[config.mk]
export PLATFORM = sky130hd
export DESIGN_NAME = windowed_rms_meter_top_flat
export DESIGN_NICKNAME = d
export VERILOG_FILES = /design/src/hw/rtl/wrm_pkg.sv /design/src/hw/rtl/wrm_if.sv /design/src/hw/rtl/wrm_ctrl.sv /design/src/hw/rtl/wrm_datapath.sv /design/src/hw/rtl/windowed_rms_meter_top.sv /design/src/flat_wrapper.sv
export SDC_FILE = /design/constraint.sdc
export NUM_CORES = 1
export LEC_CHECK = 0
export BUFFER_PORTS_ARGS = -buffer_cell sky130_fd_sc_hd__buf_2
export CORE_MARGIN = 2
export CORE_UTILIZATION = 40
export CTS_CLUSTER_SIZE = 12
export DETAILED_ROUTE_END_ITERATION = 7
export PLACE_DENSITY = 0.58
export SETUP_SLACK_MARGIN = 0.4
export SYNTH_ARGS = -nofsm -noshare
export SYNTH_HDL_FRONTEND = slang
export SYNTH_SLANG_ARGS = --single-unit
[constraint.sdc]
create_clock -name clk -period 9.8 [get_ports clk]
set_clock_uncertainty 0.05 [all_clocks]
set_input_delay 0.49 -clock clk [delete_from_list [all_inputs] [get_ports clk]]
set_output_delay 0.49 -clock clk [all_outputs]
set_load 0.01 [all_outputs]
[src/hw/rtl/wrm_pkg.sv]
// Shared types and constants of the windowed RMS level meter.
package wrm_pkg;

	localparam int unsigned SAMPLE_W = 16;
	localparam int unsigned COUNT_W  = 11;
	localparam int unsigned SUM_W    = 41;
	localparam int unsigned SQ_W     = 31;
	localparam int unsigned LEVEL_W  = 16;
	localparam int unsigned COUNT_MAX = (1 << COUNT_W) - 1;

	localparam int unsigned DIV_STEPS  = SUM_W;
	localparam int unsigned ROOT_STEPS = LEVEL_W;
	localparam int unsigned STEP_W     = 6;

	typedef enum logic [2:0] {
		ST_IDLE,
		ST_ACC,
		ST_DIV,
		ST_ROOT,
		ST_PUSH
	} wrm_state_t;

	typedef struct packed {
		logic take;
		logic accum;
		logic div_load;
		logic div_step;
		logic root_step;
		logic out_load;
	} wrm_cmd_t;

	typedef struct packed {
		logic close;
		logic out_free;
	} wrm_sts_t;

endpackage

[src/hw/rtl/wrm_if.sv]
// Request channels of the meter: samples in, levels out.
interface wrm_in_if;
	logic                                valid;
	logic                                ready;
	logic signed [wrm_pkg::SAMPLE_W-1:0] sample;
	logic                                block_end;

	modport source (output valid, output sample, output block_end, input ready);
	modport sink (input valid, input sample, input block_end, output ready);
endinterface

interface wrm_out_if;
	logic                         valid;
	logic                         ready;
	logic [wrm_pkg::LEVEL_W-1:0]  rms_level;
	logic [wrm_pkg::COUNT_W-1:0]  window_count;
	logic                         block_done;

	modport source (output valid, output rms_level, output window_count, output block_done,
		input ready);
	modport sink (input valid, input rms_level, input window_count, input block_done,
		output ready);
endinterface

[src/hw/rtl/wrm_ctrl.sv]
// Sequencer of the meter: accept, accumulate, divide, root, push.
module wrm_ctrl (
	input  logic              clk,
	input  logic              arst_n,
	input  logic              in_valid,
	output logic              in_ready,
	input  wrm_pkg::wrm_sts_t sts,
	output wrm_pkg::wrm_cmd_t cmd
);

	wrm_pkg::wrm_state_t           state_q, state_d;
	logic [wrm_pkg::STEP_W-1:0]    step_q;
	logic                          div_last, root_last;

	assign div_last  = (step_q == wrm_pkg::STEP_W'(wrm_pkg::DIV_STEPS - 1));
	assign root_last = (step_q == wrm_pkg::STEP_W'(wrm_pkg::ROOT_STEPS - 1));

	always_comb begin
		state_d = state_q;
		case (state_q)
			wrm_pkg::ST_IDLE: begin
				if (in_valid) state_d = wrm_pkg::ST_ACC;
			end
			wrm_pkg::ST_ACC: begin
				state_d = sts.close ? wrm_pkg::ST_DIV : wrm_pkg::ST_IDLE;
			end
			wrm_pkg::ST_DIV: begin
				if (div_last) state_d = wrm_pkg::ST_ROOT;
			end
			wrm_pkg::ST_ROOT: begin
				if (root_last) state_d = wrm_pkg::ST_PUSH;
			end
			wrm_pkg::ST_PUSH: begin
				if (sts.out_free) state_d = wrm_pkg::ST_IDLE;
			end
			default: state_d = wrm_pkg::ST_IDLE;
		endcase
	end

	always_comb begin
		cmd      = '0;
		in_ready = 1'b0;
		case (state_q)
			wrm_pkg::ST_IDLE: begin
				in_ready = 1'b1;
				cmd.take = in_valid;
			end
			wrm_pkg::ST_ACC: begin
				cmd.accum    = 1'b1;
				cmd.div_load = sts.close;
			end
			wrm_pkg::ST_DIV:  cmd.div_step  = 1'b1;
			wrm_pkg::ST_ROOT: cmd.root_step = 1'b1;
			wrm_pkg::ST_PUSH: cmd.out_load  = sts.out_free;
			default: begin
				cmd      = '0;
				in_ready = 1'b0;
			end
		endcase
	end

	always_ff @(posedge clk or negedge arst_n) begin
		if (!arst_n) begin
			state_q <= wrm_pkg::ST_IDLE;
			step_q  <= '0;
		end else begin
			state_q <= state_d;
			step_q  <= (state_d != state_q) ? '0 : step_q + 1'b1;
		end
	end

endmodule

[src/hw/rtl/wrm_datapath.sv]
// Datapath of the meter: square, accumulate, restoring divide, digit root, output register.
module wrm_datapath #(
	parameter int unsigned WINDOW = 1024
) (
	input  logic                                clk,
	input  logic                                arst_n,
	input  logic signed [wrm_pkg::SAMPLE_W-1:0] sample,
	input  logic                                block_end,
	input  wrm_pkg::wrm_cmd_t                   cmd,
	output wrm_pkg::wrm_sts_t                   sts,
	output logic                                out_valid,
	input  logic                                out_ready,
	output logic [wrm_pkg::LEVEL_W-1:0]         rms_level,
	output logic [wrm_pkg::COUNT_W-1:0]         window_count,
	output logic                                block_done
);

	localparam int unsigned EFF_INT = (WINDOW < 1) ? 1 :
		((WINDOW > wrm_pkg::COUNT_MAX) ? wrm_pkg::COUNT_MAX : WINDOW);
	localparam logic [wrm_pkg::COUNT_W-1:0] EFF_WIN = wrm_pkg::COUNT_W'(EFF_INT);

	logic [wrm_pkg::SAMPLE_W-1:0]   samp_u, mag;
	logic [2*wrm_pkg::SAMPLE_W-1:0] sq_full;
	logic [wrm_pkg::SQ_W-1:0]       sq_s1;
	logic                           last_s1;

	logic [wrm_pkg::SUM_W-1:0]      sum_q, sum_next;
	logic [wrm_pkg::COUNT_W-1:0]    cnt_q, cnt_next;

	logic [wrm_pkg::SUM_W-1:0]      dvd_q;
	logic [wrm_pkg::COUNT_W-1:0]    rem_q, dvs_q;
	logic [wrm_pkg::COUNT_W:0]      div_r, div_diff;
	logic                           div_ge;

	logic [wrm_pkg::LEVEL_W:0]      rt_rem_q;
	logic [wrm_pkg::LEVEL_W-1:0]    rt_q;
	logic [wrm_pkg::LEVEL_W+2:0]    rt_r, rt_t, rt_diff;
	logic                           rt_ge;

	logic [wrm_pkg::COUNT_W-1:0]    wcnt_q;
	logic                           done_q;

	logic                           out_valid_q;
	logic [wrm_pkg::LEVEL_W-1:0]    level_q;
	logic [wrm_pkg::COUNT_W-1:0]    ocnt_q;
	logic                           odone_q;

	assign samp_u  = sample;
	assign mag     = sample[wrm_pkg::SAMPLE_W-1] ? (~samp_u + 1'b1) : samp_u;
	assign sq_full = mag * mag;

	assign sum_next = sum_q + wrm_pkg::SUM_W'(sq_s1);
	assign cnt_next = cnt_q + 1'b1;

	assign sts.close    = last_s1 || (cnt_next >= EFF_WIN);
	assign sts.out_free = !out_valid_q || out_ready;

	assign div_r    = {rem_q, dvd_q[wrm_pkg::SUM_W-1]};
	assign div_diff = div_r - {1'b0, dvs_q};
	assign div_ge   = (div_r >= {1'b0, dvs_q});

	assign rt_r    = {rt_rem_q, dvd_q[2*wrm_pkg::LEVEL_W-1 -: 2]};
	assign rt_t    = {1'b0, rt_q, 2'b01};
	assign rt_diff = rt_r - rt_t;
	assign rt_ge   = (rt_r >= rt_t);

	always_ff @(posedge clk) begin
		if (cmd.take) begin
			sq_s1   <= wrm_pkg::SQ_W'(sq_full);
			last_s1 <= block_end;
		end
	end

	always_ff @(posedge clk or negedge arst_n) begin
		if (!arst_n) begin
			sum_q <= '0;
			cnt_q <= '0;
		end else if (cmd.accum) begin
			if (cmd.div_load) begin
				sum_q <= '0;
				cnt_q <= '0;
			end else begin
				sum_q <= sum_next;
				cnt_q <= cnt_next;
			end
		end
	end

	always_ff @(posedge clk) begin
		if (cmd.div_load) begin
			dvd_q    <= sum_next;
			dvs_q    <= cnt_next;
			rem_q    <= '0;
			rt_rem_q <= '0;
			rt_q     <= '0;
			wcnt_q   <= cnt_next;
			done_q   <= last_s1;
		end else if (cmd.div_step) begin
			rem_q <= div_ge ? div_diff[wrm_pkg::COUNT_W-1:0] : div_r[wrm_pkg::COUNT_W-1:0];
			dvd_q <= {dvd_q[wrm_pkg::SUM_W-2:0], div_ge};
		end else if (cmd.root_step) begin
			rt_rem_q <= rt_ge ? rt_diff[wrm_pkg::LEVEL_W:0] : rt_r[wrm_pkg::LEVEL_W:0];
			rt_q     <= {rt_q[wrm_pkg::LEVEL_W-2:0], rt_ge};
			dvd_q    <= {dvd_q[wrm_pkg::SUM_W-3:0], 2'b00};
		end
	end

	always_ff @(posedge clk or negedge arst_n) begin
		if (!arst_n) begin
			out_valid_q <= 1'b0;
		end else if (cmd.out_load) begin
			out_valid_q <= 1'b1;
		end else if (out_ready) begin
			out_valid_q <= 1'b0;
		end
	end

	always_ff @(posedge clk) begin
		if (cmd.out_load) begin
			level_q <= rt_q;
			ocnt_q  <= wcnt_q;
			odone_q <= done_q;
		end
	end

	assign out_valid    = out_valid_q;
	assign rms_level    = level_q;
	assign window_count = ocnt_q;
	assign block_done   = odone_q;

`ifndef SYNTHESIS
	a_cnt_below_window: assert property (@(posedge clk) disable iff (!arst_n)
		cnt_q < EFF_WIN)
		else $error("open window count reached the window length");
	a_divisor_nonzero: assert property (@(posedge clk) disable iff (!arst_n)
		cmd.div_step |-> (dvs_q != '0) && (rem_q < dvs_q))
		else $error("divider remainder out of range");
	a_level_range: assert property (@(posedge clk) disable iff (!arst_n)
		cmd.out_load |-> (rt_q <= wrm_pkg::LEVEL_W'(32768)))
		else $error("level above full scale");
	a_count_range: assert property (@(posedge clk) disable iff (!arst_n)
		cmd.out_load |-> (wcnt_q != '0) && (wcnt_q <= EFF_WIN))
		else $error("window count out of range");
	a_no_overwrite: assert property (@(posedge clk) disable iff (!arst_n)
		cmd.out_load |-> !out_valid_q || out_ready)
		else $error("result register overwritten");
`endif

endmodule

[src/hw/rtl/windowed_rms_meter_top.sv]
// Top level of the windowed RMS level meter.
// Usage:
//  samples: one request per Q1.15 audio sample, with block_end on the last sample
//  of a block. levels: one request per closed window, carrying rms_level
//  (floor root of the floor mean square), window_count and block_done.
//  A window closes after WINDOW samples (held to 1..2047) or on block_end.
// Sequence:
//  A sample that leaves the window open is squared on accept and accumulated
//  on the next cycle.
//  A closing sample passes square and accumulate, the bit-serial restoring
//  divider, the digit-by-digit square root and the load of the output
//  register before the next sample is accepted.
//  The result shows on levels the cycle after that load.
// Stall:
//  The output register holds a result until taken; samples keep flowing
//  meanwhile. Only a second result waits, in the push step, until the first
//  one is taken.
// Reset:
//  arst_n clears the running sum, the sample count, the sequencer and the
//  output valid; no result is pending after reset.
module windowed_rms_meter_top #(
	parameter int unsigned WINDOW = 1024
) (
	input  logic            clk,
	input  logic            arst_n,
	wrm_in_if.sink          samples,
	wrm_out_if.source       levels
);

	wrm_pkg::wrm_cmd_t cmd;
	wrm_pkg::wrm_sts_t sts;

	wrm_ctrl u_ctrl (
		.clk      (clk),
		.arst_n   (arst_n),
		.in_valid (samples.valid),
		.in_ready (samples.ready),
		.sts      (sts),
		.cmd      (cmd)
	);

	wrm_datapath #(
		.WINDOW (WINDOW)
	) u_datapath (
		.clk          (clk),
		.arst_n       (arst_n),
		.sample       (samples.sample),
		.block_end    (samples.block_end),
		.cmd          (cmd),
		.sts          (sts),
		.out_valid    (levels.valid),
		.out_ready    (levels.ready),
		.rms_level    (levels.rms_level),
		.window_count (levels.window_count),
		.block_done   (levels.block_done)
	);

endmodule

[src/flat_wrapper.sv]
// flat-port wrapper written by rule: the top's interface ports become plain ports
module windowed_rms_meter_top_flat 
#(
	parameter int unsigned WINDOW = 1024
)
  (clk, arst_n, samples_valid, samples_sample, samples_block_end, samples_ready, levels_valid, levels_rms_level, levels_window_count, levels_block_done, levels_ready);
  wrm_in_if samples_i ();
  wrm_out_if levels_i ();
  input  logic clk;
  input  logic arst_n;
  input wire logic [$bits(samples_i.valid)-1:0] samples_valid;
  input wire logic [$bits(samples_i.sample)-1:0] samples_sample;
  input wire logic [$bits(samples_i.block_end)-1:0] samples_block_end;
  output wire logic [$bits(samples_i.ready)-1:0] samples_ready;
  output wire logic [$bits(levels_i.valid)-1:0] levels_valid;
  output wire logic [$bits(levels_i.rms_level)-1:0] levels_rms_level;
  output wire logic [$bits(levels_i.window_count)-1:0] levels_window_count;
  output wire logic [$bits(levels_i.block_done)-1:0] levels_block_done;
  input wire logic [$bits(levels_i.ready)-1:0] levels_ready;
  assign samples_i.valid = samples_valid;
  assign samples_i.sample = samples_sample;
  assign samples_i.block_end = samples_block_end;
  assign samples_ready = samples_i.ready;
  assign levels_valid = levels_i.valid;
  assign levels_rms_level = levels_i.rms_level;
  assign levels_window_count = levels_i.window_count;
  assign levels_block_done = levels_i.block_done;
  assign levels_i.ready = levels_ready;
  windowed_rms_meter_top #(.WINDOW(WINDOW)) u_core (.clk(clk), .arst_n(arst_n), .samples(samples_i), .levels(levels_i));
endmodule
==> flow_summary.yaml, run 1 <==
sta:
  hold_viol: 0
  tightest_slew_ns: 1.06
  rsz0062_at_grt: "false"
  setup_viol: 0
  max_freq_mhz: 122
  min_period_ns: 8.17
  fin_tns_setup_ns: 0
  slew_headroom_pct: 29.2
  setup_ws_ns: 1.63
  post-route-period-util_pct: 83.4
  slew_violations: 0
  worst_hold_slack_ns: 0.0775
detailed_routing:
  wl_um: 41500
  routedWlPerCell_um: 15.6
  ant_nets: 0
  drtPass1Iterations: 6
  drt-initial-drc-count: 735
  drc: 0
  via_count: 13800
  vias_per_cell: 5.18
floorplanning:
  coreArea_um2: 46500
  start_util_pct: 40.4
  die_h_um: 221
  ios: 51
  dieArea_um2: 48700
  std_cell_rows: 79
  fp.dieW_um: 221
synthesis:
  yosysSeqAreaShare_pct: 30.9
  ys_warn_count: 0
  async_reset_ff_share_pct: 28.4
  synth_area_um2: 18800
  avgSynthCellArea_um2: 9.41
  synth_cells: 1995
  ys_ff_latch: 218
  synth_cell_types: 85
  synth_edf_count: 112
  synthFlopType: "edfxtp_1"
grt:
  antenna_found_initial: 0
  gr-total-overflow: 0
  grt_pass1_vias: 14100
  grt_max_degree: 63
  grt_pass1_wl_um: 69900
  grt_usage_pct: 17.5
clock_tree:
  clk_pin_slew_ns: 0.06
  h-tree-depth: 1
  cts-buffers-inserted: 26
  worstSkewPairLatency_ns: 0.54
  clock-root-buffer: "clkbuf_16"
  cts_setup_buffers: 0
  cts.sinks: 218
  clockBufferDepth: 3
  cts_hold_buf: 0
  cts_resized: 0
  cts_tree: "yes"
hold_path:
  hold_path.class: "primary input to flip-flop"
cells_and_area:
  final_cell_mix: "280 x inv_1, 231 x nand2_1, 166 x fa_1"
  regArea_um2: 5800
  multi_input_area_um2: 11600
  fin_nets: 2376
  fillCellCount: 4529
  area_growth_syn_to_layout_pct: 9.27
  final_common_cell: "inv_1"
  n_antenna_cell: 0
  final_layout_size_suffix_gt1_share_pct: 7.70
worst_setup_path:
  critical_path.max_stage_delay_ns: 0.53
  cp.required_ns: 10.03
  crit_path_top_delay_cell: "clkinv_1"
  cp-end-kind: "flip-flop"
  cp_common_cell: "fa_1"
  crit_fanout: 16
  crit_arrival_ns: 8.40
  cp-start-kind: "primary input"
  critPathKind: "primary input to flip-flop"
outcome:
  outcome: "finished, final reports clean"
job:
  cap_violations: 0
placement:
  hpwl_um: 31800
  portBuffers: 50
  dp_slack_ns: 1.06
  place_congestion: 0.864
==> metal layers <==
layer	wire (um)	part of all wire (%)	GRT usage, %
met3	1320	3.2	1.40
met2	19500	47	30.0
met1	19700	47	23.8
met5	0	0	0
met4	981	2.4	5.04
==> flip-flops by register name, indices dropped and copies added (netlist names) <==
register,count
u_core.u_ctrl.state_q,3
u_core.u_ctrl.step_q,6
u_core.u_datapath.block_done,1
u_core.u_datapath.cnt_q,11
u_core.u_datapath.done_q,1
u_core.u_datapath.dvd_q,41
u_core.u_datapath.last_s1,1
u_core.u_datapath.out_valid,1
u_core.u_datapath.rem_q,11
u_core.u_datapath.rms_level,16
u_core.u_datapath.rt_q,16
u_core.u_datapath.rt_rem_q,17
u_core.u_datapath.sq_s1,30
u_core.u_datapath.sum_q,41
u_core.u_datapath.wcnt_q,11
u_core.u_datapath.window_count,11
==> worst paths after layout <==
check                                      startpoint                      endpoint  slack [ns]  cells past startpoint
max reg2reg                u_core.u_datapath.cnt_q[0]   u_core.u_datapath.dvd_q[12]        5.06                     13
min reg2reg                  u_core.u_datapath.done_q  u_core.u_datapath.block_done        0.37                      0
min                                 samples_block_end     u_core.u_datapath.last_s1        0.08                      1
max                                 samples_sample[0]   u_core.u_datapath.sq_s1[27]        1.63                     29
min in group asynchronous                      arst_n    u_core.u_datapath.sum_q[4]        0.12                      2
max in group asynchronous                      arst_n      u_core.u_ctrl.state_q[2]        9.00                      2
==> cell type report <==
cell class / count / area share [%]
Tap cell: 607 / 3.70
Clock inverter: 11 / 0.457
Clock buffer: 37 / 3.68
Sequential cell: 218 / 28.2
Multi-Input combinational cell: 1428 / 56.7
Inverter: 287 / 5.25
Timing Repair Buffer: 70 / 1.95
==> kinds of logic (layout without fill, tap and decap cells) <==
group / count (synthesis) / in the layout / synth area share (%)
other: 2 / 11 / 0.0400
AO/OA/AOI/OAI: 471 / 471 / 16.0
flip-flops: 218 / 218 / 30.9
AND/OR/NAND/NOR: 511 / 511 / 12.2
XOR/XNOR: 109 / 109 / 5.12
multiplexers: 2 / 2 / 0.107
adder cells (fa/ha/maj): 324 / 324 / 28.2
buffers and inverters: 358 / 405 / 7.44
==> per-stage QoR <==
step / utilization, % / cell area [um2] / cells
floorplan: - / 18800 / 2004
global placement: 42.3 / 19700 / 2610
detailed placement: 42.3 / 19700 / 2610
CTS: 44.2 / 20500 / 2658
global route: 44.2 / 20500 / 2658
finish: 44.2 / 20500 / 2658
==> cell usage after synthesis (all sizes together) (6+ instances only) <==
master	n	area (um2)
and3	15	93.8
nand4	15	93.8
nand2	233	877
ha	158	1980
o21a	9	67.6
buf	26	151
nor3	23	120
o31ai	23	173
a21oi	125	659
a21o	35	263
or3	7	43.8
or2	6	37.5
nand2b	12	75.1
a221oi	6	65.1
edfxtp	112	3360
xnor2	69	612
inv	283	1060
clkbuf	45	169
fa	166	3320
nor2	129	487
dfrtp	62	1550
xor2	40	350
o211ai	7	52.6
nor2b	14	95.1
a221o	6	60.1
dfxtp	44	881
a22oi	33	248
a211oi	10	80.1
o21ai	157	797
nand3	37	200
a31oi	15	113
==> critical path: cells and delay by family <==
family / cells / cell delay [ns]
AOI/OAI and AO/OA: 7 / 1.54
xor gates and xnor gates: 2 / 0.46
adders and majority gates: 8 / 3.47
and+or+nand+nor: 5 / 1.07
buffers and inverters: 7 / 1.34
Power of run 1 is not shown: default switching activity piles up to over one toggle a cycle in this logic, so the estimate is an artifact.
==> run 2: changes to the inputs <==
--- a/config.mk
+++ b/config.mk
@@ -10,7 +10,7 @@
 export CORE_UTILIZATION = 40
 export CTS_CLUSTER_SIZE = 12
 export DETAILED_ROUTE_END_ITERATION = 7
-export PLACE_DENSITY = 0.58
+export PLACE_DENSITY = 0.6
 export SETUP_SLACK_MARGIN = 0.4
 export SYNTH_ARGS = -nofsm -noshare
 export SYNTH_HDL_FRONTEND = slang
==> constraint.sdc (replaced) <==
create_clock -name clk -period 6.6 [get_ports clk]
set_clock_uncertainty 0.05 [all_clocks]
set_input_delay 0.33 -clock clk [delete_from_list [all_inputs] [get_ports clk]]
set_output_delay 0.33 -clock clk [all_outputs]
set_load 0.01 [all_outputs]
==> flow_summary.yaml, run 2 (synthesis results as in run 1) <==
cells_and_area:
  area_growth_syn_to_layout_pct: 20.0
  n_antenna_cell: 0
  fin_nets: 2547
  final_layout_size_suffix_gt1_share_pct: 19.3
  reg.largest.list: "u_core.u_datapath.dvd_q: 41 flops, u_core.u_datapath.sum_q: 41 flops, u_core.u_datapath.sq_s1: 30 flops"
  fillCellCount: 4390
  post-route-util_pct: 48.5
  final_common_cell: "inv_1"
  final_cell_mix: "264 x inv_1, 216 x nand2_1, 173 x buf_4"
worst_setup_path:
  cp-start-kind: "primary input"
  cp.buffers_inverters: 8
  crit_path_top_delay_cell: "fa_1"
  crit_arrival_ns: 6.53
  critPathTopFamily: "adder cells"
  cp.required_ns: 6.83
  crit_fanout: 5
  r2r_start: "u_core.u_datapath.cnt_q[0]"
  critical_path.max_stage_delay_ns: 0.54
  cp_common_cell: "fa_1"
  cp-end-kind: "flip-flop"
  startpoint: "samples_sample[3]"
  critPathKind: "primary input to flip-flop"
job:
  cap_violations: 0
hold_path:
  worstHoldStart: "levels_ready"
  hold_path.class: "primary input to flip-flop"
clock_tree:
  cts.sinks: 218
  worstSkewPairLatency_ns: 0.54
  clock-root-buffer: "clkbuf_16"
  cts-buffers-inserted: 24
  clk_pin_slew_ns: 0.05
  h-tree-depth: 1
  clockBufferDepth: 3
  cts_tree: "yes"
detailed_routing:
  met1Wirelength_um: 19800
  ant_nets: 0
  via_count: 14400
  routedWlPerCell_um: 15.2
  drtPass1Iterations: 5
  vias_per_cell: 5.10
  wl_um: 42900
  drc: 0
  drt-initial-drc-count: 800
  wl_met3_um: 1270
  met2_length_um: 20800
  routed.top_layer: "met4"
placement:
  place_congestion: 0.870
  portBuffers: 50
  hpwl_um: 33100
floorplanning:
  coreArea_um2: 46500
  dieArea_um2: 48700
  start_util_pct: 40.4
  die_h_um: 221
  ios: 51
  fp.dieW_um: 221
  std_cell_rows: 79
sta:
  max_freq_mhz: 159
  slew_headroom_pct: 16.4
  post-route-period-util_pct: 95.4
  setup_viol: 0
  fin_tns_setup_ns: 0
  min_period_ns: 6.30
  hold_viol: 0
  tightest_slew_ns: 1.25
  rsz0062_at_grt: "true"
  slew_violations: 0
grt:
  antenna_found_initial: 1
  grt_usage_pct: 18.3
  grt_max_degree: 67
  grt_pass1_vias: 15100
  gr-total-overflow: 0
  grt_pass1_wl_um: 73300
outcome:
  outcome: "finished, final reports clean"
-- run 2: cell count changes in the layout (fill, tap and decap cells not counted), moves of 9 or more --
cell     previous run  this run
buf_4              20       173
ha_4                0         9
a21oi_1           120       109
o21ai_0           135       126
nor2_1            125       116
nand2_1           231       216
inv_2               3        17
nand2_2             2        11
inv_1             280       264
buf_6               0        18
ha_1              158       149
-- run 2: path summary, 6_finish.rpt --
| kind | to | slack [ns] | depth (start not counted) |
|---|---|---|---|
| setup / recovery | u_core.u_datapath.sq_s1[29] | 0.30 | 29 |
| hold / removal | u_core.u_datapath.out_valid | 0.07 | 3 |
| setup reg to reg | u_core.u_datapath.dvd_q[6] | 2.85 | 9 |
| hold reg to reg | u_core.u_datapath.block_done | 0.38 | 0 |
| max in group asynchronous | u_core.u_datapath.sum_q[39] | 5.43 | 3 |
| min in group asynchronous | u_core.u_datapath.sum_q[1] | 0.48 | 3 |
-- run 2: timing repair --
action                                  4_1_cts  5_1_grt
gates resized for setup                      64       39
hold buffers                                  2        0
pin swaps                                    73       26
hold endpoints to repair                     56        0
endpoints found under the setup margin       10       12
buffers inserted                             29        8
-- run 2: layout make-up --
cell class | count | area [um2] | share of cell area [%]
multi-input combinational | 1428 | 12300 | 54.7
sequential | 218 | 5800 | 25.7
timing repair buffer | 243 | 1820 | 8.06
inverter | 287 | 1090 | 4.85
tap | 607 | 759 | 3.37
clock buffer | 34 | 668 | 2.96
clock inverter | 9 | 78.8 | 0.350
-- run 2: per-layer routing --
layer	global-route usage, %	vias up
met5	0	-
met4	5.20	0
met3	1.44	78
met2	32.2	242
met1	24.0	6935
li1	-	7156
-- run 2: worst min-delay path, cell delays in order --
cell	delay, ns
buf_2	0.07
nand2b_1	0.15
nand2_1	0.06
-- run 2: metrics by stage --
stage          worst slack [ns]  cell area (um2)  instances  hold slack [ns]
2_1_floorplan           -0.0327            19200       2004          -0.0156
3_3_place_gp             -0.263            21000       2744            0.361
3_5_place_dp             -0.368            21000       2744            0.362
4_1_cts                   0.347            22300       2818           0.0452
5_1_grt                  0.0666            22500       2826           0.0921
6_report                  0.302            22500       2826           0.0701
Power of run 2 is left out for the same reason.
==> run 3: changes to the inputs <==
--- a/config.mk
+++ b/config.mk
@@ -10,7 +10,7 @@
 export CORE_UTILIZATION = 40
 export CTS_CLUSTER_SIZE = 12
 export DETAILED_ROUTE_END_ITERATION = 7
-export PLACE_DENSITY = 0.6
+export PLACE_DENSITY = 0.58
 export SETUP_SLACK_MARGIN = 0.4
 export SYNTH_ARGS = -nofsm -noshare
 export SYNTH_HDL_FRONTEND = slang
==> constraint.sdc (replaced) <==
create_clock -name clk -period 7.51 [get_ports clk]
set_clock_uncertainty 0.05 [all_clocks]
set_input_delay 0.3755 -clock clk [delete_from_list [all_inputs] [get_ports clk]]
set_output_delay 0.3755 -clock clk [all_outputs]
set_load 0.1 [all_outputs]
==> flow_summary.yaml, run 3 (synthesis results as in run 1) <==
worst_setup_path:
  worstReg2RegEnd: "u_core.u_datapath.dvd_q[35]"
  r2r_setup_slack_ns: 3.49
  ff2ff_path_depth: 13
  critPathKind: "primary input to flip-flop"
  cp_common_cell: "fa_1"
  crit_arrival_ns: 7.05
  cp-start-kind: "primary input"
  crit_fanout: 7
  cp-end-kind: "flip-flop"
  r2r_start: "u_core.u_datapath.cnt_q[0]"
  cp.required_ns: 7.72
  crit_path_top_delay_cell: "fa_1"
  critical_path.max_stage_delay_ns: 0.55
cells_and_area:
  post-route-util_pct: 44.8
  final_common_cell: "inv_1"
  reg.largest.list: "u_core.u_datapath.dvd_q: 41 flops, u_core.u_datapath.sum_q: 41 flops, u_core.u_datapath.sq_s1: 30 flops"
  final_layout_size_suffix_gt1_share_pct: 9.56
  final_cell_mix: "280 x inv_1, 230 x nand2_1, 166 x fa_1"
  area_growth_syn_to_layout_pct: 10.8
  n_antenna_cell: 0
  fin_nets: 2399
detailed_routing:
  routed.top_layer: "met4"
  via_count: 13800
  ant_nets: 0
  routedWlPerCell_um: 15.5
  vias_per_cell: 5.17
  wl_met3_um: 1460
  drtPass1Iterations: 5
  drc: 0
  wl_um: 41400
  met1Wirelength_um: 19500
  met2_length_um: 19400
  drt-initial-drc-count: 616
job:
  cap_violations: 0
outcome:
  outcome: "finished, final reports clean"
grt:
  grt_usage_pct: 17.3
  grt_max_degree: 63
  grt_pass1_wl_um: 69300
  gr-total-overflow: 0
  antenna_found_initial: 0
  grt_pass1_vias: 14100
floorplanning:
  fp.dieW_um: 221
  coreArea_um2: 46500
  die_h_um: 221
  std_cell_rows: 79
  start_util_pct: 40.4
  ios: 51
  dieArea_um2: 48700
clock_tree:
  cts.sinks: 218
  cts-buffers-inserted: 24
  h-tree-depth: 1
  clock-root-buffer: "clkbuf_16"
  cts_tree: "yes"
  clk_pin_slew_ns: 0.06
  clockBufferDepth: 3
  worstSkewPairLatency_ns: 0.53
sta:
  slew_headroom_pct: 32.8
  setup_viol: 0
  max_freq_mhz: 146
  rsz0062_at_grt: "true"
  post-route-period-util_pct: 91.0
  min_period_ns: 6.83
  tightest_slew_ns: 1.01
  slew_violations: 0
  hold_viol: 0
placement:
  portBuffers: 50
  place_congestion: 0.880
  hpwl_um: 31900
hold_path:
  hold_path.class: "primary input to asynchronous set/reset pin"
-- run 3: area by class of cell --
| cell class | instances | area, um2 |
|---|---|---|
| Clock inverter | 9 | 95.1 |
| Inverter | 287 | 1090 |
| Tap cell | 607 | 759 |
| Clock buffer | 35 | 683 |
| Fill cell | 4501 | 25600 |
| Timing Repair Buffer | 95 | 591 |
| Sequential cell | 218 | 5800 |
| Multi-Input combinational cell | 1428 | 11800 |
-- run 3: worst max path at each step --
stage | start | endpoint | slack, ns | depth (start not counted)
floorplan | samples_sample[7] | u_core.u_datapath.sq_s1[27] | 0.37 | 24
detailed placement | samples_sample[0] | u_core.u_datapath.sq_s1[29] | -0.12 | 25
finish | samples_sample[1] | u_core.u_datapath.sq_s1[30] | 0.68 | 29
global route | samples_sample[1] | u_core.u_datapath.sq_s1[27] | 0.37 | 30
CTS | samples_sample[0] | u_core.u_datapath.sq_s1[29] | 0.44 | 25
global placement | samples_sample[0] | u_core.u_datapath.sq_s1[27] | 0.06 | 25
-- run 3: stage by stage --
stage / TNS, ns / cell area, um2 / instances / hold WS (ns) / worst slack [ns]
floorplan: 0 / 18800 / 2004 / 0.0299 / 0.375
global placement: 0 / 19800 / 2629 / 0.361 / 0.0601
detailed placement: -0.234 / 19800 / 2629 / 0.376 / -0.120
CTS: 0 / 20600 / 2674 / 0.0436 / 0.443
global route: 0 / 20800 / 2679 / 0.0806 / 0.369
finish: 0 / 20800 / 2679 / 0.0129 / 0.677
-- run 3: metal layers --
metal  vias to the layer above  global-route usage [%]
met3                        70                    1.68
met5                         -                       0
met4                         0                    5.11
met2                       249                    29.5
met1                      6662                    23.5
li1                       6867                       -
-- run 3: timing repair --
item	CTS	global route
setup buffers	0	5
setup endpoints to repair	0	6
gates resized for setup	0	26
hold buffers	1	0
hold endpoints to repair	1	0
-- run 3: critical path, delay by kind of cell --
family          cells  cell delay (ns)
fa+ha+maj           8             3.62
xor+xnor            2             0.24
buf+inv             8             0.64
compound gates      8             1.83
simple gates        3             0.35
Power of run 3 is left out for the same reason.
